### src/rtl/rcsg_pkg.sv
// Shared types, constants and helpers for the rotary cos/sin generator.
`timescale 1ns / 1ps
package rcsg_pkg;

  // Parameter defaults
  localparam int MAX_PAIRS_DEF    = 64;
  localparam int POS_BITS_DEF     = 16;
  localparam int CORDIC_STEPS_DEF = 18;

  // Fixed field and datapath widths
  localparam int FREQ_W     = 40;  // running frequency, Q0.40 turns
  localparam int PHASE_W    = 32;  // CORDIC angle, 2^32 = one turn
  localparam int XY_W       = 34;  // CORDIC x/y, Q2.30 with headroom
  localparam int Z_W        = 33;  // CORDIC residual angle
  localparam int PAIR_W     = 6;
  localparam int VAL_W      = 16;
  localparam int THETA_W    = 32;
  localparam int HP_W       = 7;
  localparam int MAXPOS_W   = 17;
  localparam int CFG_DATA_W = 32;
  localparam int CFG_IDX_W  = 2;
  localparam int ATAN_DEPTH = 30;

  // Register indexes
  localparam logic [CFG_IDX_W-1:0] REG_FREQ_RATIO    = 2'd0;
  localparam logic [CFG_IDX_W-1:0] REG_HALF_PAIRS    = 2'd1;
  localparam logic [CFG_IDX_W-1:0] REG_MAX_POSITIONS = 2'd2;

  // Register reset values
  localparam logic [THETA_W-1:0]  FREQ_RATIO_RST    = 32'd3719273000;
  localparam logic [HP_W-1:0]     HALF_PAIRS_RST    = 7'd64;
  localparam logic [MAXPOS_W-1:0] MAX_POSITIONS_RST = 17'd4096;

  // round(2^40 / (2*pi)) and inverse CORDIC gain in Q2.30
  localparam logic [FREQ_W-1:0]      START_FREQ  = 40'd174992710548;
  localparam logic signed [XY_W-1:0] CORDIC_GAIN = 34'sd652032874;

  // Truncated arctangent of 2^-k in turns, 2^32 = one turn
  localparam logic [PHASE_W-1:0] ARCTAN [ATAN_DEPTH] = '{
    32'h20000000, 32'h12E4051D, 32'h09FB385B, 32'h051111D4, 32'h028B0D43,
    32'h0145D7E1, 32'h00A2F61E, 32'h00517C55, 32'h0028BE53, 32'h00145F2E,
    32'h000A2F98, 32'h000517CC, 32'h00028BE6, 32'h000145F3, 32'h0000A2F9,
    32'h0000517C, 32'h000028BE, 32'h0000145F, 32'h00000A2F, 32'h00000517,
    32'h0000028B, 32'h00000145, 32'h000000A2, 32'h00000051, 32'h00000028,
    32'h00000014, 32'h0000000A, 32'h00000005, 32'h00000002, 32'h00000001
  };

  // Per-beat control that travels down the pipeline
  typedef struct packed {
    logic              valid;
    logic              oor;
    logic              last;
    logic [PAIR_W-1:0] pair_index;
  } ctl_t;

  // Contents of one CORDIC cell register
  typedef struct packed {
    ctl_t                    ctl;
    logic [1:0]              quad;
    logic signed [XY_W-1:0]  x;
    logic signed [XY_W-1:0]  y;
    logic signed [Z_W-1:0]   z;
  } cell_t;

  // Q2.30 to Q1.15: add half, floor shift, saturate
  function automatic logic signed [VAL_W-1:0] to_q15(input logic signed [XY_W-1:0] v);
    logic signed [XY_W:0]    t;
    logic signed [XY_W-15:0] r;
    t = (XY_W+1)'(v) + $signed((XY_W+1)'(16384));
    r = $signed(t[XY_W:15]);
    if (r > $signed((XY_W-14)'(32767))) begin
      return 16'sh7FFF;
    end else if (r < $signed((XY_W-14)'(-32768))) begin
      return 16'sh8000;
    end else begin
      return r[VAL_W-1:0];
    end
  endfunction

endpackage

### src/rtl/rcsg_freq_fill.sv
// Fills the frequency table with START_FREQ * (freq_ratio / 2^32)^i, writing in F_LO and stepping in F_HI.
`timescale 1ns / 1ps
module rcsg_freq_fill #(
  parameter int MAX_PAIRS = rcsg_pkg::MAX_PAIRS_DEF,
  localparam int IDX_W = (MAX_PAIRS > 1) ? $clog2(MAX_PAIRS) : 1
) (
  input  logic                        clk,
  input  logic                        rst,
  input  logic                        restart,
  input  logic [rcsg_pkg::THETA_W-1:0] freq_ratio,
  output logic                        filling,
  output logic                        wr_en,
  output logic [IDX_W-1:0]            wr_addr,
  output logic [rcsg_pkg::FREQ_W-1:0] wr_data
);

  localparam int HALF_W = rcsg_pkg::THETA_W / 2;
  localparam int LO_W   = rcsg_pkg::FREQ_W + HALF_W;

  typedef enum logic [1:0] {F_LO, F_HI, F_DONE} fill_state_t;

  fill_state_t                 state;
  logic [IDX_W-1:0]            addr;
  logic [rcsg_pkg::FREQ_W-1:0] freq;
  logic [LO_W-1:0]             lo;
  logic [LO_W-1:0]             lo_next;
  logic [LO_W:0]               mid_next;

  // Split 40x32 product into two 40x16 halves
  assign lo_next  = LO_W'(freq) * LO_W'(freq_ratio[HALF_W-1:0]);
  assign mid_next = (LO_W+1)'(LO_W'(freq) * LO_W'(freq_ratio[rcsg_pkg::THETA_W-1:HALF_W]))
                  + (LO_W+1)'(lo[LO_W-1:HALF_W]);

  // Step through the table: write entry, then form the next frequency
  always_ff @(posedge clk) begin
    if (rst || restart) begin
      state <= F_LO;
      addr  <= '0;
      freq  <= rcsg_pkg::START_FREQ;
      lo    <= '0;
    end else begin
      unique case (state)
        F_LO: begin
          lo    <= lo_next;
          state <= F_HI;
        end
        F_HI: begin
          freq <= mid_next[HALF_W +: rcsg_pkg::FREQ_W];
          if (addr == IDX_W'(MAX_PAIRS - 1)) begin
            state <= F_DONE;
          end else begin
            addr  <= IDX_W'(addr + 1'b1);
            state <= F_LO;
          end
        end
        F_DONE: begin
          state <= F_DONE;
        end
        default: begin
          state <= F_DONE;
        end
      endcase
    end
  end

  assign filling = (state != F_DONE);
  assign wr_en   = (state == F_LO);
  assign wr_addr = addr;
  assign wr_data = freq;

  a_done_holds: assert property (@(posedge clk) disable iff (rst)
    (state == F_DONE && !restart) |=> (state == F_DONE))
    else $error("fill sequencer left done without a restart");

  a_restart_refills: assert property (@(posedge clk) disable iff (rst)
    restart |=> (state == F_LO && addr == '0 && freq == rcsg_pkg::START_FREQ))
    else $error("fill did not restart from the first entry");

endmodule

### config.mk
export PLATFORM = sky130hd
export DESIGN_NAME = rcsg_freq_fill
export DESIGN_NICKNAME = d
export VERILOG_FILES = /design/src/rtl/rcsg_pkg.sv /design/src/rtl/rcsg_freq_fill.sv
export SDC_FILE = /design/constraint.sdc
export NUM_CORES = 2
export LEC_CHECK = 0
export BUFFER_PORTS_ARGS = -buffer_cell sky130_fd_sc_hd__buf_2
export CORE_MARGIN = 5
export CORE_UTILIZATION = 35
export DETAILED_ROUTE_END_ITERATION = 12
export PLACE_DENSITY = 0.58
export RECOVER_POWER = 50
export SLEW_MARGIN = 40
export SYNTH_ARGS = -nofsm -noshare
export SYNTH_HDL_FRONTEND = slang
export SYNTH_SLANG_ARGS = --single-unit
### constraint.sdc
create_clock -name clk -period 18 [get_ports clk]
set_input_delay 1.8 -clock clk [delete_from_list [all_inputs] [get_ports clk]]
set_output_delay 1.8 -clock clk [all_outputs]
set_load 0.005 [all_outputs]
* After elaboration in Yosys (flattened, before gate mapping) *
Cells that the tools add are included.

word-level totals
  input bits = 35
  logic and storage cells = 17
  flip-flop bits (word level) = 104
  output and inout port bits = 48

operators by class
  eq/ne operators = 3
  bitwise operators = 1
  multiplexer cells = 2
  reduce and logical (&&, ||, !) cells = 3
  multipliers = 2
  $add $sub $neg = 2

operators with widths
  operator                                              count
  multiplier 40 x 16 -> 56 bit                          2
  adder 56 x 40 -> 56 bit                               1
  adder 6 x 1 -> 6 bit (second input constant)          1
  equality test 6 bit (second input constant)           1
  case mux 2 bit (2 select lines)                       1
  equality test 2 x 1 -> 1 bit (second input constant)  1
  zero test 2 bit                                       1
  2-to-1 mux 2 bit                                      1
  != test 2 bit (second input constant)                 1
  AND reduction 2 bit                                   1
  logical OR 1 bit                                      1
  NOT 1 bit                                             1

* Longest topological paths before layout *
  depth in word-level cells = 3
  mapped depth = 25
  mapped depth without buffers = 23

* Worst setup path before layout *
OpenSTA, ideal clock, no wires.

  kind = input to register
  start = in freq_ratio[1] (netlist name)
  end = reg lo[53]
  required time = 17.878 ns
  slack = 10.307 ns
  stages = 23
  setup time = 0.122 ns
  path buffers = 2
  arrival = 7.571 ns
  path through = clkbuf_1 clkbuf_1 nand2_1 fa_1 inv_1 fa_1 inv_1 fa_1 inv_1 fa_1 fa_1 inv_1 fa_1 inv_1 ha_1 nand2_1 nor2_1 nand3_1 or3_1 o21bai_2 a31oi_1 o311a_1 a221o_1

between the ends
  longest elaborated chain between the ends = 1

ends and longest elaborated chain
  item                          line                  RTL
  start, declared               rcsg_freq_fill.sv:10  input logic [rcsg_pkg::THETA_W-1:0] freq_ratio,
  multiplier 40 x 16 -> 56 bit  rcsg_freq_fill.sv:30  assign lo_next = LO_W'(freq) * LO_W'(freq_ratio[HALF_W-1:0]);
  end signal, assigned          rcsg_freq_fill.sv:44  lo <= lo_next;
  end, declared                 rcsg_freq_fill.sv:25  logic [LO_W-1:0] lo;

No other way between the ends.
A chain may end at the register's enable or synchronous reset.

* Worst setup path in the final report *
  start = reg freq, in the netlist wr_data[10]
  end = reg freq, in the netlist wr_data[24]

between the ends
  longest elaborated chain between the ends = 2

ends and longest elaborated chain
  item                          line                  RTL
  start, declared               rcsg_freq_fill.sv:24  logic [rcsg_pkg::FREQ_W-1:0] freq;
  start signal, assigned        rcsg_freq_fill.sv:39  freq <= rcsg_pkg::START_FREQ;
  start signal, assigned        rcsg_freq_fill.sv:48  freq <= mid_next[HALF_W +: rcsg_pkg::FREQ_W];
  multiplier 40 x 16 -> 56 bit  rcsg_freq_fill.sv:31  assign mid_next = (LO_W+1)'(LO_W'(freq) * LO_W'(freq_ratio[rcsg_pkg::THETA_W-1:HALF_W]))
  adder 56 x 40 -> 56 bit       rcsg_freq_fill.sv:32  + (LO_W+1)'(lo[LO_W-1:HALF_W]);

No other way between the ends.

==> results.ini <==
[synth]
synth.distinct_cells=78
syn_area_per_cell_um2=8.42
ys.flop_type=dfxtp_1
ys_warn_count=0
synth-async-reset-ratio=0
syn-cell-area_um2=44000
synth_edf_count=0
synth_seq_cells=88
synth_fp_nets=6615
seq_area_frac_synth=0.0400
synth_cells=5229

[routing]
first_pass_iters=7
vias_per_cell=5.01
wl_per_cell_um=18.8
antenna_left=0
drc_errors=0
totalWireLength_mm=127
vias=33829
first_iter_violations=2119

[layout]
multi_input_area_um2=36000
layout_common_cells=inv_1, fa_1, nand2_1
drive_gt1_frac=0.0294
nFillCells=13090
seq_area_um2=1760
syn_to_final_growth_pct=4.58
layout_commonest_cell=inv_1
nNetsFinal=6484

[timing]
fin_crit_ns=8.74
hold_viol=0
fmaxAchievable_ghz=0.114
relSlewSlack=-0.937
fin_tns_setup_ns=0
clock_skew_ns=0.0200
drv_slew=1218
grt_setup_unrepaired=no
worst_slew_pin_slew_ns=2.91
fin_crit_sh=0.486
setup_viol=0

[grt]
grt_overflow_total=0
grt_pass1_vias=37376
track_usage=0.200
grt_pass1_wl_mm=209
grt_antenna_before_repair=1
grt_max_degree=50

[die]
die_area_um2=133000
rows=130
ioPinCount=83
die_w_um=365
start_util=0.351
die_h_um=365
coreArea_um2=125000

[place]
io_buffers=82
gp_congestion=0.893
hpwlAfterDp_mm=91.7

[min_path]
worst_hold_path.endpoint=wr_data[19]$_SDFFE_PP0P_
worst_hold_startpoint=wr_data[19]$_SDFFE_PP0P_
holdPathStages=2
hold_class=reg2reg

[clocking]
numCtsBuffers=9
numClockSinks=88
clk_pin_slew_ns=0.09
ctsHoldBuffers=0
cts-root-buf=clkbuf_16
cts_resized=0
cts.htree.levels=3
clockBufferDepth=2
clk_latency_ns=0.41
cts_tree=done
post_cts_buffers=0

[worst_setup_path]
cp_max_fo=34
crit_path_cell_trace=clkbuf_1, nand2_1, fa_1, fa_1, fa_1, fa_1, inv_1, fa_1, inv_1, fa_1, inv_1, ha_1, o21a_1, nor2_1, o41ai_1, a31oi_2, o21ai_4, a41oi_2, o2111a_1, a211o_1
reg2regPathDepth=20
critPathArrivalTime_ns=9.04
critPathMaxStageDelay_ns=1.73
worstPathRequired_ns=18.30
regToRegStartpoint=wr_data[10]$_SDFFE_PP0P_
end_kind=register
r2r-end=wr_data[24]$_SDFFE_PP0P_
crit_path_frequent_cell=fa_1
cp_slowest_cell=clkbuf_1
startpoint_type=register
worst-r2r-setup-slack_ns=9.26
critPathKind=reg2reg

[run_status]
failed_checks=capacitance limit, slew limit
status=finished with violations

[run]
drv.max_cap_violation_count=36

-- cell usage after synthesis, types with 3 or more instances --
cell       count  area [µm²]
nor2_1        77         289
dfxtp_1       88        1760
xor2_1        29         254
o21ai_1        3        15.0
and4_1         3        26.3
a211oi_1      15         113
nand4_1       22         138
nand2_1     1044        3920
o211ai_1      27         203
nor3_1        22         110
or4_1          3        22.5
o2111a_1       3        33.8
a221o_1        6        60.1
and3_1        19         119
inv_1       1363        5120
nand3_1       38         190
a22oi_1        3        22.5
clkbuf_1     287        1080
mux2i_1        3        30.0
xnor2_1       26         228
a211o_1        6        52.6
o31ai_1       10        75.1
o2111ai_1      4        35.0
or2_2          3        18.8
a221oi_1       4        35.0
o21bai_1      18         135
a31oi_1       13        81.3
nand2b_1       5        31.3
or3_1         10        62.6
a21oi_1      138         691
nand3b_1       3        22.5
a21o_1        54         405
nor4_1         4        25.0
and2_1       394        2460
o21ai_0       58         290
nor2b_1        5        31.3
buf_1          3        11.3
o21a_1         6        45.0
fa_1        1097       22000
a21oi_2        4        35.0
a41oi_1        4        35.0
a31o_2         4        35.0
ha_1         254        3180
-- metal layers --
layer / wire length [µm] / vias to the layer above / GRT usage
met5: 0 / - / 0
met3: 7610 / 190 / 0.0287
li1: - / 14861 / -
met4: 3320 / 0 / 0.0473
met2: 61500 / 1031 / 0.346
met1: 54900 / 17747 / 0.266
-- cell families (layout without fill, tap and decap cells) --
family,after synthesis,in the layout,synth area share
muxes,3,3,0.000682
DFF,88,88,0.0400
adders and majority gates,1351,1351,0.571
buffers and inverters,1654,1528,0.141
xor gates and xnor gates,55,55,0.0109
and+or+nand+nor,1658,1658,0.171
AOI/OAI and AO/OA,420,420,0.0654
other,0,1,0
-- worst max-delay path by stage --
stage / start / endpoint
floorplan: freq_ratio[1] / lo[53]$_SDFFE_PP0P_
global placement: freq_ratio[11] / lo[54]$_SDFFE_PP0P_
detailed placement: freq_ratio[7] / lo[53]$_SDFFE_PP0P_
CTS: freq_ratio[7] / lo[53]$_SDFFE_PP0P_
global route: wr_data[10]$_SDFFE_PP0P_ / wr_data[24]$_SDFFE_PP0P_
finish: wr_data[10]$_SDFFE_PP0P_ / wr_data[24]$_SDFFE_PP0P_
-- area by class of cell --
class | instances | share of cell area
multi-input combinational | 3487 | 0.782
inverter | 1363 | 0.111
tap | 1650 | 0.0448
sequential | 88 | 0.0383
timing repair buffer | 149 | 0.0173
clock buffer | 9 | 0.00489
clock inverter | 7 | 0.00133
antenna | 1 | 0.0000544
-- registers in the layout, indices dropped and copies added (netlist names) --
signal and cells:
wr_addr 6, lo 40, state 2, wr_data 40
-- metrics by stage --
stage / instances / instance area (µm²) / util / hold WS [ns] / setup slack (ns)
3_5_place_dp: 6737 / 45900 / 0.367 / 0.445 / 9.50
6_report: 6754 / 46000 / 0.368 / 0.455 / 9.26
3_3_place_gp: 6737 / 45900 / 0.367 / 0.439 / 9.41
2_1_floorplan: 5229 / 44000 / - / 0.425 / 10.31
4_1_cts: 6753 / 46200 / 0.369 / 0.456 / 9.90
5_1_grt: 6753 / 46000 / 0.368 / 0.472 / 8.86
-- critical path, delay by kind of cell, from the launching register on --
| family | cells | cell delay [ns] |
|---|---|---|
| AOI/OAI and AO/OA | 7 | 2.64 |
| and+or+nand+nor | 2 | 0.29 |
| DFF | 1 | 0.31 |
| adders and majority gates | 7 | 3.49 |
| buffers and inverters | 4 | 1.87 |
Power is left out: the tool's default activity adds up to more than one toggle a clock period on the data nets, which glitch-free logic cannot reach.
