[src/rtl/rcsg_pkg.sv]
// Shared types, constants and helpers for the rotary cos/sin generator.
`timescale 1ns / 1ps
package rcsg_pkg;

  // Parameter defaults
  localparam int MAX_PAIRS_DEF    = 64;
  localparam int POS_BITS_DEF     = 16;
  localparam int CORDIC_STEPS_DEF = 18;

  // Fixed field and datapath widths
  localparam int FREQ_W     = 40;  // running frequency, Q0.40 turns
  localparam int PHASE_W    = 32;  // CORDIC angle, 2^32 = one turn
  localparam int XY_W       = 34;  // CORDIC x/y, Q2.30 with headroom
  localparam int Z_W        = 33;  // CORDIC residual angle
  localparam int PAIR_W     = 6;
  localparam int VAL_W      = 16;
  localparam int THETA_W    = 32;
  localparam int HP_W       = 7;
  localparam int MAXPOS_W   = 17;
  localparam int CFG_DATA_W = 32;
  localparam int CFG_IDX_W  = 2;
  localparam int ATAN_DEPTH = 30;

  // Register indexes
  localparam logic [CFG_IDX_W-1:0] REG_FREQ_RATIO    = 2'd0;
  localparam logic [CFG_IDX_W-1:0] REG_HALF_PAIRS    = 2'd1;
  localparam logic [CFG_IDX_W-1:0] REG_MAX_POSITIONS = 2'd2;

  // Register reset values
  localparam logic [THETA_W-1:0]  FREQ_RATIO_RST    = 32'd3719273000;
  localparam logic [HP_W-1:0]     HALF_PAIRS_RST    = 7'd64;
  localparam logic [MAXPOS_W-1:0] MAX_POSITIONS_RST = 17'd4096;

  // round(2^40 / (2*pi)) and inverse CORDIC gain in Q2.30
  localparam logic [FREQ_W-1:0]      START_FREQ  = 40'd174992710548;
  localparam logic signed [XY_W-1:0] CORDIC_GAIN = 34'sd652032874;

  // Truncated arctangent of 2^-k in turns, 2^32 = one turn
  localparam logic [PHASE_W-1:0] ARCTAN [ATAN_DEPTH] = '{
    32'h20000000, 32'h12E4051D, 32'h09FB385B, 32'h051111D4, 32'h028B0D43,
    32'h0145D7E1, 32'h00A2F61E, 32'h00517C55, 32'h0028BE53, 32'h00145F2E,
    32'h000A2F98, 32'h000517CC, 32'h00028BE6, 32'h000145F3, 32'h0000A2F9,
    32'h0000517C, 32'h000028BE, 32'h0000145F, 32'h00000A2F, 32'h00000517,
    32'h0000028B, 32'h00000145, 32'h000000A2, 32'h00000051, 32'h00000028,
    32'h00000014, 32'h0000000A, 32'h00000005, 32'h00000002, 32'h00000001
  };

  // Per-beat control that travels down the pipeline
  typedef struct packed {
    logic              valid;
    logic              oor;
    logic              last;
    logic [PAIR_W-1:0] pair_index;
  } ctl_t;

  // Contents of one CORDIC cell register
  typedef struct packed {
    ctl_t                    ctl;
    logic [1:0]              quad;
    logic signed [XY_W-1:0]  x;
    logic signed [XY_W-1:0]  y;
    logic signed [Z_W-1:0]   z;
  } cell_t;

  // Q2.30 to Q1.15: add half, floor shift, saturate
  function automatic logic signed [VAL_W-1:0] to_q15(input logic signed [XY_W-1:0] v);
    logic signed [XY_W:0]    t;
    logic signed [XY_W-15:0] r;
    t = (XY_W+1)'(v) + $signed((XY_W+1)'(16384));
    r = $signed(t[XY_W:15]);
    if (r > $signed((XY_W-14)'(32767))) begin
      return 16'sh7FFF;
    end else if (r < $signed((XY_W-14)'(-32768))) begin
      return 16'sh8000;
    end else begin
      return r[VAL_W-1:0];
    end
  endfunction

endpackage

[src/rtl/rcsg_cordic_cell.sv]
// One CORDIC rotation step, registered, handing its vector to the next cell.
`timescale 1ns / 1ps
module rcsg_cordic_cell #(
  parameter int STEP = 0
) (
  input  logic            clk,
  input  logic            rst,
  input  logic            adv,
  input  rcsg_pkg::cell_t cin,
  output rcsg_pkg::cell_t cout
);

  logic signed [rcsg_pkg::XY_W-1:0] dx;
  logic signed [rcsg_pkg::XY_W-1:0] dy;
  logic signed [rcsg_pkg::Z_W-1:0]  atan;
  rcsg_pkg::cell_t                  cnext;

  assign dx   = cin.y >>> STEP;
  assign dy   = cin.x >>> STEP;
  assign atan = $signed({1'b0, rcsg_pkg::ARCTAN[STEP]});

  // Rotate toward zero residual angle
  always_comb begin
    cnext = cin;
    if (!cin.z[rcsg_pkg::Z_W-1]) begin
      cnext.x = cin.x - dx;
      cnext.y = cin.y + dy;
      cnext.z = cin.z - atan;
    end else begin
      cnext.x = cin.x + dx;
      cnext.y = cin.y - dy;
      cnext.z = cin.z + atan;
    end
  end

  // Hold while the pipeline is stalled
  always_ff @(posedge clk) begin
    if (rst) begin
      cout <= '0;
    end else if (adv) begin
      cout <= cnext;
    end
  end

endmodule

[config.mk]
export PLATFORM = sky130hd
export DESIGN_NAME = rcsg_cordic_cell
export DESIGN_NICKNAME = d
export VERILOG_FILES = /design/src/rtl/rcsg_pkg.sv /design/src/rtl/rcsg_cordic_cell.sv
export SDC_FILE = /design/constraint.sdc
export NUM_CORES = 1
export LEC_CHECK = 0
export BUFFER_PORTS_ARGS = -buffer_cell sky130_fd_sc_hd__buf_2
export CAP_MARGIN = 0
export CORE_MARGIN = 2
export CORE_UTILIZATION = 50
export CTS_CLUSTER_DIAMETER = 30
export DETAILED_ROUTE_END_ITERATION = 6
export MAX_ROUTING_LAYER = met4
export PLACE_DENSITY = 0.81
export SLEW_MARGIN = 15
export SYNTH_ARGS = -nofsm -noshare
export SYNTH_HDL_FRONTEND = slang
export SYNTH_SLANG_ARGS = --single-unit
[constraint.sdc]
create_clock -name clk -period 3.7 [get_ports clk]
set_input_delay 0.925 -clock clk [delete_from_list [all_inputs] [get_ports clk]]
set_output_delay 0.925 -clock clk [all_outputs]
set_load 0.01 [all_outputs]
Word level (Yosys, flattened, before mapping)
Cells that the tools add are included.

Bits of input ports: 115. Output and inout bits: 112. Register bits: 112.

Mux-type cells: 1. Add/sub/neg operators: 5.

Operator list (count): $mux W101 (1); $sub A34 B34 Y34 (2); $add A34 B34 Y34 (1); $add A33 B31 Y33 const B (1); $sub A33 B31 Y33 const B (1).

Logic depth before layout (Yosys ltp)
Gate-level depths: netlist (run 1).

Word-level depth: 2. Gate-level depth with buffers: 14.

Least setup slack after synthesis (run 1)
OpenSTA, ideal clock, no wires.

Path kind: input -> register. From: in cin[35] (netlist bit). To: reg cout[61] (netlist bit). Setup slack: 0.194 ns. Setup time: 0.103 ns. Required time: 3.597 ns. Arrival: 3.403 ns. Stages on the path: 13. Path through: inv_1 -> ha_1 -> buf_6 -> nor2b_4 -> o211ai_2 -> a2111o_1 -> and2_4 -> a211o_1 -> a21oi_2 -> nor2_1 -> o31a_1 -> o2111a_1 -> a2111oi_2.

Longest elaborated chain between the ends: 2. Elaborated cells between the ends (all ways): 3. Those cells by class: 2 x add/sub; 1 x mux.

Ends and longest elaborated chain: start, declared (RTL line rcsg_cordic_cell.sv:9) `input rcsg_pkg::cell_t cin,`; $add A34 B34 Y34 or $sub A34 B34 Y34 (tied branches) (RTL line rcsg_cordic_cell.sv:27, rcsg_cordic_cell.sv:31); $mux W101 * (RTL line rcsg_cordic_cell.sv:25) `if (!cin.z[rcsg_pkg::Z_W-1]) begin`; end signal, assigned (RTL line rcsg_cordic_cell.sv:41) `cout <= cnext;`; end, declared (RTL line rcsg_cordic_cell.sv:10) `output rcsg_pkg::cell_t cout`.

Every way passes the cells marked *; elsewhere a longest branch is shown, timed or not. A chain may end at the register's enable or synchronous reset.

Final worst setup path (run 1)
From: in cin[34] (netlist bit). To: reg cout[66] (netlist bit).

The elaborated chain is that of the path after synthesis.

==> results summary, run 1 <==
The number of max-cap violations is 0. The total chip power came out at slightly above 4 mW. The combined area of the multi-input logic cells came out at 6680 um2. The count of fill cells added during filler insertion came out at 1,669. In the final design database the tool counted 1,798 nets.

Detailed placement ended at an HPWL of ~26 mm. The die is 142 um tall. Of all nets on the critical path, the largest fanout is 4. The via count of the first global-routing pass came out at 9,747. The wire length of the first global-routing pass came out at 49.5 mm. For this run, asynchronously set or reset flops after synthesis account for 0.

In this run, distinct cell masters in the synthesized netlist total 81. STA classifies the critical path endpoint as a flip-flop. Leaving out fill and tap cells, the most frequent cell in the layout is sky130_fd_sc_hd__buf_2. The synthesized netlist net count is 1,472. The largest vdd supply drop came out at 195 uV. The critical path ends at cout[66]. Each instance of the synthesized netlist takes up on average 7.65 um2. Counting cells, the worst reg-to-reg path comes to 3.

The initial antenna violation count is 0. The longest clock path from root to sink contains 2 buffers. The antenna violation net count after detailed routing came out at 0. Headroom to the max-slew limit came out at 0.516.

The remaining design rule violation count came out at 0. Clock-pin slew was measured on the worst setup and hold paths at 0.10 ns. In this run the number of H-tree levels came out at 3. The worst hold-check path type is flip-flop to flip-flop. Dividing the detail-routed wire length by the instance count gives 17.7 um. The critical path is of the primary input to flip-flop type.

In the layout the commonest cells are sky130_fd_sc_hd__buf_2 (224), sky130_fd_sc_hd__nor2_1 (179), sky130_fd_sc_hd__buf_4 (166), sky130_fd_sc_hd__dfxtp_1 (111), sky130_fd_sc_hd__a21oi_1 (104). The later pin in the worst-skew pair is clocked with a latency of 0.34 ns. The initial utilization of the core area, before any placement, comes to 0.510. The count of input and output buffers is 226.

The count of warnings emitted by yosys is 0. sky130_fd_sc_hd__dfxtp_1 takes more of the synthesized area than any other cell. Of the post-synthesis cell area, the dominant cell type holds 0.232. The leftover overflow at the end of global routing is 0. The all-layer global routing usage came out at 0.314.

The maximum clock frequency is 276 MHz. The flow ran to the end, and the final reports show no timing, DRC or antenna violations. The total number of placement rows came out at 50.

The routed wire length came out at approximately 32 mm. Prior to clock tree synthesis, the placed netlist has a worst setup slack of -0.379 ns. The worst register-to-register path begins at cout[95]. The share of the Yosys chip area taken by registers is 0.232. The number of instances in the synthesized netlist came out at ~1,300. The startpoint type of the worst setup path is a primary input. In the final layout, the registers with the most flip-flops are cout: 111 flops. The minimum setup slack in the final design is 0.0741 ns. The sequential cell area came out at 2220 um2. Once layout is done, the placed cells without fillers occupy between 10,000 and 15,000 um2. Among all flip-flop cells after synthesis, the most frequent one is sky130_fd_sc_hd__dfxtp_1. The cell area that synthesis handed to floorplanning was 9570 um2. The largest clock skew in the final design came out at 0 ns. By area the synthesized netlist is led by sky130_fd_sc_hd__dfxtp_1 (23%), sky130_fd_sc_hd__ha_1 (13%), sky130_fd_sc_hd__nor2_1 (7.0%). The arrival time at the worst endpoint came out at 3.91 ns. The setup slack of the worst register-to-register path is 2.70 ns. The flip-flop count of the largest register, all copies and words added is 111.

The number of buffers added by the clock tree synthesis step is 9. TritonCTS built the clock tree. Setup violations remaining at the end of the flow were counted as 0. For this design the static power due to leakage is 6.19 nW. The repair_antennas step left the layout with diodes totalling 0.

The critical register-to-register path endpoint is cout[95]. cout holds more flip-flops than any other register. The total of hold buffers inserted after clock tree synthesis came out at 0. The number of clock sinks seen by CTS came out at 111.

The power density of the placed cells came out at 335 nW/um2. The number of hold violations in the final report is 0. The boundary pin count came out at 227. Entering global routing, the biggest net connects between 100 and 150 pins. At the end of routability-driven placement, the weighted congestion stood at 1.04.

The post-synthesis register bit count is 111. For the pin with the worst max-slew slack, the measured transition is 0.726 ns. The shortest clock period the worst path allows after layout is about 3.6 ns. The core footprint is 18,800 um2. The worst setup path startpoint is cin[34]. The number of iterations in the first detailed-routing pass is 6.

The final count of pins violating max slew is 0. Yosys mapped a number of flops with a built-in enable equal to 0. The floorplan die area is 20,300 um2. After detailed placement, the total cell area comes to around 12,000 um2. The die extent in x came out at 142 um.

The tree is rooted in a sky130_fd_sc_hd__clkbuf_16. Setup repair after global routing could not meet its margin everywhere. The detailed router placed 10,454 vias in this run. The share of cells above drive strength 1 is 0.274. The count of routing violations after the opening detailed-route iteration is 882.

The data required time at the worst endpoint came out at approximately 4.0 ns. The final cycle utilization of the critical path came out at 0.980. Using the TritonRoute via totals, the vias-per-cell ratio works out to 5.75. The layout overhead on the synthesized area is 28.8%.
[cell usage after synthesis (4+ instances only)]
master                      number
sky130_fd_sc_hd__a2111oi_0       4
sky130_fd_sc_hd__a211o_1         4
sky130_fd_sc_hd__a211oi_1       58
sky130_fd_sc_hd__a21o_1         26
sky130_fd_sc_hd__a21oi_1       104
sky130_fd_sc_hd__a31oi_1         8
sky130_fd_sc_hd__and2_1          4
sky130_fd_sc_hd__and3_1          4
sky130_fd_sc_hd__buf_1          18
sky130_fd_sc_hd__buf_2           9
sky130_fd_sc_hd__clkbuf_1       50
sky130_fd_sc_hd__clkinv_1        5
sky130_fd_sc_hd__dfxtp_1       111
sky130_fd_sc_hd__fa_1            4
sky130_fd_sc_hd__ha_1          101
sky130_fd_sc_hd__inv_1          99
sky130_fd_sc_hd__mux2i_1        65
sky130_fd_sc_hd__nand2_1        57
sky130_fd_sc_hd__nand2b_1       16
sky130_fd_sc_hd__nand3_1        14
sky130_fd_sc_hd__nand3b_1        4
sky130_fd_sc_hd__nand4_1        13
sky130_fd_sc_hd__nor2_1        179
sky130_fd_sc_hd__nor2b_1        12
sky130_fd_sc_hd__nor3_1         18
sky130_fd_sc_hd__nor3b_1         7
sky130_fd_sc_hd__nor4_1          5
sky130_fd_sc_hd__o2111ai_1       4
sky130_fd_sc_hd__o211ai_1        9
sky130_fd_sc_hd__o21a_1         10
sky130_fd_sc_hd__o21ai_0        53
sky130_fd_sc_hd__o21ai_1         7
sky130_fd_sc_hd__o21bai_1       12
sky130_fd_sc_hd__o221ai_1        5
sky130_fd_sc_hd__o22ai_1         4
sky130_fd_sc_hd__o311ai_1        4
sky130_fd_sc_hd__o31a_1          5
sky130_fd_sc_hd__o31ai_1        10
sky130_fd_sc_hd__or3_1           8
sky130_fd_sc_hd__xnor2_1        48
sky130_fd_sc_hd__xor2_1         12
[power breakdown]
part | switching [mW] | internal, mW
logic | 0.985 | 0.773
registers | 0.0566 | 1.30
clock network | 0.516 | 0.495
[worst min-delay path by stage]
stage | start | to | slack [ns] | depth (start not counted)
after global routing | cout[88] | cout[88] | 0.49 | 2
after global placement | cout[58] | cout[58] | 0.43 | 2
final | cout[88] | cout[88] | 0.45 | 2
after floorplan | cout[58] | cout[58] | 0.47 | 2
after CTS | cout[88] | cout[88] | 0.45 | 2
after detailed placement | cout[88] | cout[88] | 0.44 | 2
[cell type report]
type	count	share of cell area
flip-flops and latches	111	0.180
multi-input cells	958	0.542
inverters	104	0.0317
well taps	234	0.0237
repair buffers	394	0.198
clock inverters	6	0.00507
clock buffers	10	0.0194
[cell families after synthesis]
kind of cell / Yosys count / share of synthesized area
adders and majority gates: 105 / 0.140
muxes: 65 / 0.0680
xor gates and xnor gates: 60 / 0.0549
buffers and inverters: 183 / 0.0741
and+or+nand+nor: 360 / 0.174
AOI/OAI and AO/OA: 368 / 0.256
DFF: 111 / 0.232
[worst max-delay path, stage by stage]
cell and delay, ns:
sky130_fd_sc_hd__buf_2 0.11, sky130_fd_sc_hd__buf_4 0.15, sky130_fd_sc_hd__ha_1 0.20, sky130_fd_sc_hd__or2_1 0.23
sky130_fd_sc_hd__o2111ai_1 0.27, sky130_fd_sc_hd__a31oi_2 0.20, sky130_fd_sc_hd__o31ai_4 0.36, sky130_fd_sc_hd__o221ai_1 0.30
sky130_fd_sc_hd__or4_1 0.47, sky130_fd_sc_hd__o211ai_1 0.14, sky130_fd_sc_hd__xor2_1 0.12, sky130_fd_sc_hd__a31o_1 0.25
sky130_fd_sc_hd__a211oi_1 0.19
[stage by stage]
step	utilization	std cells	hold WS [ns]	setup TNS (ns)
2_1_floorplan	-	1252	0.467	0
3_3_place_gp	0.638	1800	0.432	-3.03
3_5_place_dp	0.638	1800	0.437	-4.73
4_1_cts	0.655	1816	0.450	0
5_1_grt	0.657	1817	0.492	-0.0796
6_report	0.657	1817	0.447	0
[routing by layer]
layer / GRT usage / share of wire
met3: 0.0336 / 0.072
met5: - / 0
met4: 0.115 / 0.032
met1: 0.392 / 0.42
met2: 0.526 / 0.47
[repair_timing]
action / CTS / global route
endpoints found under the setup margin: 1 / 13
cloned: 0 / 0
gates resized for setup: 1 / 8
pin swaps: 0 / 2
setup buffers: 0 / 1
Power figures use the tool's default switching activity.
==> run 2: changes to the inputs <==
--- a/config.mk
+++ b/config.mk
@@ -7,13 +7,16 @@
 export LEC_CHECK = 0
 export BUFFER_PORTS_ARGS = -buffer_cell sky130_fd_sc_hd__buf_2
 export CAP_MARGIN = 0
+export CELL_PAD_IN_SITES_DETAIL_PLACEMENT = 1
+export CELL_PAD_IN_SITES_GLOBAL_PLACEMENT = 2
 export CORE_MARGIN = 2
-export CORE_UTILIZATION = 50
+export CORE_UTILIZATION = 28
 export CTS_CLUSTER_DIAMETER = 30
 export DETAILED_ROUTE_END_ITERATION = 6
+export HOLD_SLACK_MARGIN = 0.05
 export MAX_ROUTING_LAYER = met4
 export PLACE_DENSITY = 0.81
-export SLEW_MARGIN = 15
+export SLEW_MARGIN = 20
 export SYNTH_ARGS = -nofsm -noshare
 export SYNTH_HDL_FRONTEND = slang
 export SYNTH_SLANG_ARGS = --single-unit
==> run 2 against run 1 <==
Compared with the run above:
- fmax grew 1.8%
- cell count grew 13%
- via count shrank 0.83%
- register-to-register slack lost 0.02 ns
- worst hold slack gained 0.0058 ns
- utilization shrank 28 points
- routed wire length grew 19%
- critical path depth is the same
==> results summary, run 2 (synthesized netlist as in run 1, its figures left out) <==
The count of routing violations after the opening detailed-route iteration is 411 (was 882). The cell area reported after detailed placement was 12,400 um2 (was 12,000 um2). The mean routed wirelength per cell came out at 18.7 um (was 17.7 um). The wire length of the first global-routing pass came out at 59.4 mm (was 49.5 mm). The cell with the largest stage delay on the worst path is sky130_fd_sc_hd__nor4_2 (was sky130_fd_sc_hd__or4_1). The setup slack of the worst register-to-register path came out at 2.68 ns (was 2.70 ns). The total via count after detailed routing came out at 10,367 (was 10,454). The destination of the critical timing path is cout[98] (was cout[66]). The layout overhead on the synthesized area is 33.7% (was 28.8%). The minimum setup slack in the final design came out at 0.138 ns (was 0.0741 ns). The instance count after placement with tap cells included is 2,036 (was 1,800). The flip-flop count of the largest register, all copies and words added came to 111 (unchanged). The power density of the placed cells came out at 336 nW/um2 (was 335 nW/um2). The number of max-cap violations was 0 (unchanged). The leakage power was 6.28 nW (was 6.19 nW). The deepest level of the CTS H-tree was 3 (unchanged).

The floorplan die area came out at 35,700 um2 (was 20,300 um2). The number of hold violations in the final report came out at 0 (unchanged). The number of iterations in the first detailed-routing pass came out at 5 (was 6). Largest registers in the final layout: cout: 111 flops (unchanged). The largest clock skew in the final design came out at 0 ns (unchanged).

The count of endpoints failing setup in the final report came out at 0 (unchanged). The stage delay of the slowest cell on the critical path is 0.39 ns (was 0.47 ns). The detailed placer's ending HPWL came out at 31.6 mm (was 25.6 mm).

The kind of end point of the critical path is a flip-flop (unchanged). The pin count of the biggest net entering global routing is 73 (was 116). Commonest cells after routing, fill and taps aside: sky130_fd_sc_hd__buf_2 (224), sky130_fd_sc_hd__buf_4 (190), sky130_fd_sc_hd__nor2_1 (179), sky130_fd_sc_hd__dfxtp_1 (111), sky130_fd_sc_hd__a21oi_1 (104) (was sky130_fd_sc_hd__buf_2 (224), sky130_fd_sc_hd__nor2_1 (179), sky130_fd_sc_hd__buf_4 (166), sky130_fd_sc_hd__dfxtp_1 (111), sky130_fd_sc_hd__a21oi_1 (104)). The largest vdd supply drop is 226 uV (was 195 uV). The number of nets in the finished design was 1,819 (was 1,798). The launching point of the worst reg2reg path is cout[95] (unchanged). The number of clock sinks seen by CTS came to 111 (unchanged). The antenna violation net count after detailed routing came to 0 (unchanged). The all-layer global routing usage is 0.217 (was 0.314). The die height came out at 189 um (was 142 um).

The deepest clock path buffer count is 2 (unchanged). The setup fix buffers added after clock tree synthesis is 0 (unchanged). The maximum clock frequency came out at 281 MHz (was 276 MHz). The number of buffers added by the clock tree synthesis step is 9 (unchanged).

The via count of the first global-routing pass came to 10,645 (was 9,747). Setup repair after global routing missed its margin: true (unchanged). The post-route non-filler standard cell count came out at 2,052 (was 1,817).

The CTS clock-pin slew for the worst setup and hold paths came out at 0.07 ns (was 0.10 ns). The post-route setup TNS was 0 ns (unchanged). The via-per-instance ratio came to 5.05 (was 5.75). The register name with the most flops is cout (unchanged). The startpoint type of the worst setup path was a primary input (unchanged). The buffer type at the clock tree root is sky130_fd_sc_hd__clkbuf_16 (unchanged).

The critical register-to-register path endpoint is cout[95] (unchanged). The cell count of the worst reg-to-reg path came out at 3 (unchanged). The final count of pins violating max slew was 0 (unchanged). The transition time at the pin with the least slew margin is 0.753 ns (was 0.726 ns). The utilization after layout is 0.381 (was 0.657). The final cycle utilization of the critical path is 0.963 (was 0.980). The count of input and output buffers is 226 (unchanged). The worst-case setup slack after placement came out at -0.459 ns (was -0.379 ns). The global-route track usage on met2 came out at 0.362 (was 0.526). Cell-by-cell trace of the critical path: buf_2 > inv_1 > ha_1 > nor4_2 > o2111ai_1 > a31oi_2 > o31ai_4 > o21ai_1 > a21boi_1 > o31a_1 > a22oi_1 > nor4b_1 > a211o_1 (was buf_2 > buf_4 > ha_1 > or2_1 > o2111ai_1 > a31oi_2 > o31ai_4 > o221ai_1 > or4_1 > o211ai_1 > xor2_1 > a31o_1 > a211oi_1).

The leftover overflow at the end of global routing was 0 (unchanged). The shortest clock period the worst path allows after layout came out at 3.56 ns (was 3.63 ns). The worst hold-check slack is 0.452 ns (was 0.447 ns). The core footprint is 33,600 um2 (was 18,800 um2). The number of diodes added for antenna fixing is 0 (unchanged). Outcome: finished, final reports clean (unchanged). The data required time at the worst endpoint is 3.97 ns (was 3.99 ns). The total number of placement rows came out at 67 (was 50). The type of the setup path with the least slack was primary input to flip-flop (unchanged). The highest-utilization routing layer at the global route stage is met2 (unchanged).

The TritonCTS clock tree is built (unchanged). The remaining design rule violation count is 0 (unchanged). The worst setup path startpoint is cin[39] (was cin[34]). The boundary pin count came out at 227 (unchanged). The arrival time at the worst endpoint came out at 3.83 ns (was 3.91 ns). The clock insertion delay at the later pin of the skew report came out at 0.37 ns (was 0.34 ns). The worst hold-check path type is flip-flop to flip-flop (unchanged).

The count of fill cells added during filler insertion is 4,221 (was 1,669). The total chip power came out at 4.31 mW (was 4.13 mW). The initial antenna violation count came out at 0 (unchanged).

The routed wire length is 38.4 mm (was 32.2 mm). The most frequent standard cell in the layout excluding fill and tap cells is sky130_fd_sc_hd__buf_2 (unchanged). The effective utilization at floorplan is 0.285 (was 0.510). The peak fanout along the critical path came out at 5 (was 4).

The share of cells above drive strength 1 came to 0.287 (was 0.274). The die extent in x came out at 189 um (was 142 um). The met3 global-route usage was 0.0304 (was 0.0336).

The routability congestion estimate from global placement came out at 0.953 (was 1.04). The met1 layer usage reported by global route came out at 0.276 (was 0.392). The final instance area came out at 12,800 um2 (was 12,300 um2). The worst slew slack as a fraction of its limit is 0.498 (was 0.516).
[run 2: layer usage]
| layer | wire length (um) | share of wire |
|---|---|---|
| met1 | 17900 | 0.47 |
| met2 | 18100 | 0.47 |
| met3 | 1800 | 0.047 |
| met4 | 548 | 0.014 |
| met5 | 0 | 0 |
[run 2: area by class of cell]
type / instances / area, um2 / area share
clock buffers: 11 / 233 / 0.0182
clock inverters: 5 / 90.1 / 0.00704
inverters: 104 / 390 / 0.0305
multi-input cells: 958 / 6750 / 0.527
flip-flops and latches: 111 / 2220 / 0.174
well taps: 448 / 561 / 0.0438
repair buffers: 415 / 2560 / 0.200
[run 2: what timing repair did]
| item | 4_1_cts | 5_1_grt |
|---|---|---|
| gates resized for setup | 3 | 16 |
| endpoints found under the setup margin | 3 | 15 |
| pin swaps | 0 | 3 |
| hold buffers | 0 | 0 |
[run 2: critical path: cells and delay by family]
kind,cells,cell delay (ns)
fa+ha+maj,1,0.37
buf+inv,2,0.13
simple gates,2,0.49
compound gates,8,1.91
[run 2: power breakdown]
group,leakage [nW],switching (mW),internal (mW)
Sequential,0.920,0.0594,1.30
Combinational,5.21,1.03,0.787
Clock,0.154,0.516,0.605
[run 2: worst min-delay path by stage]
stage,from,endpoint,slack [ns],cells past startpoint
after floorplan,cout[58],cout[58],0.47,2
after global placement,cout[88],cout[88],0.44,2
after detailed placement,cout[88],cout[88],0.45,2
after CTS,cout[58],cout[58],0.46,2
after global routing,cout[88],cout[88],0.48,2
final,cout[88],cout[88],0.45,2
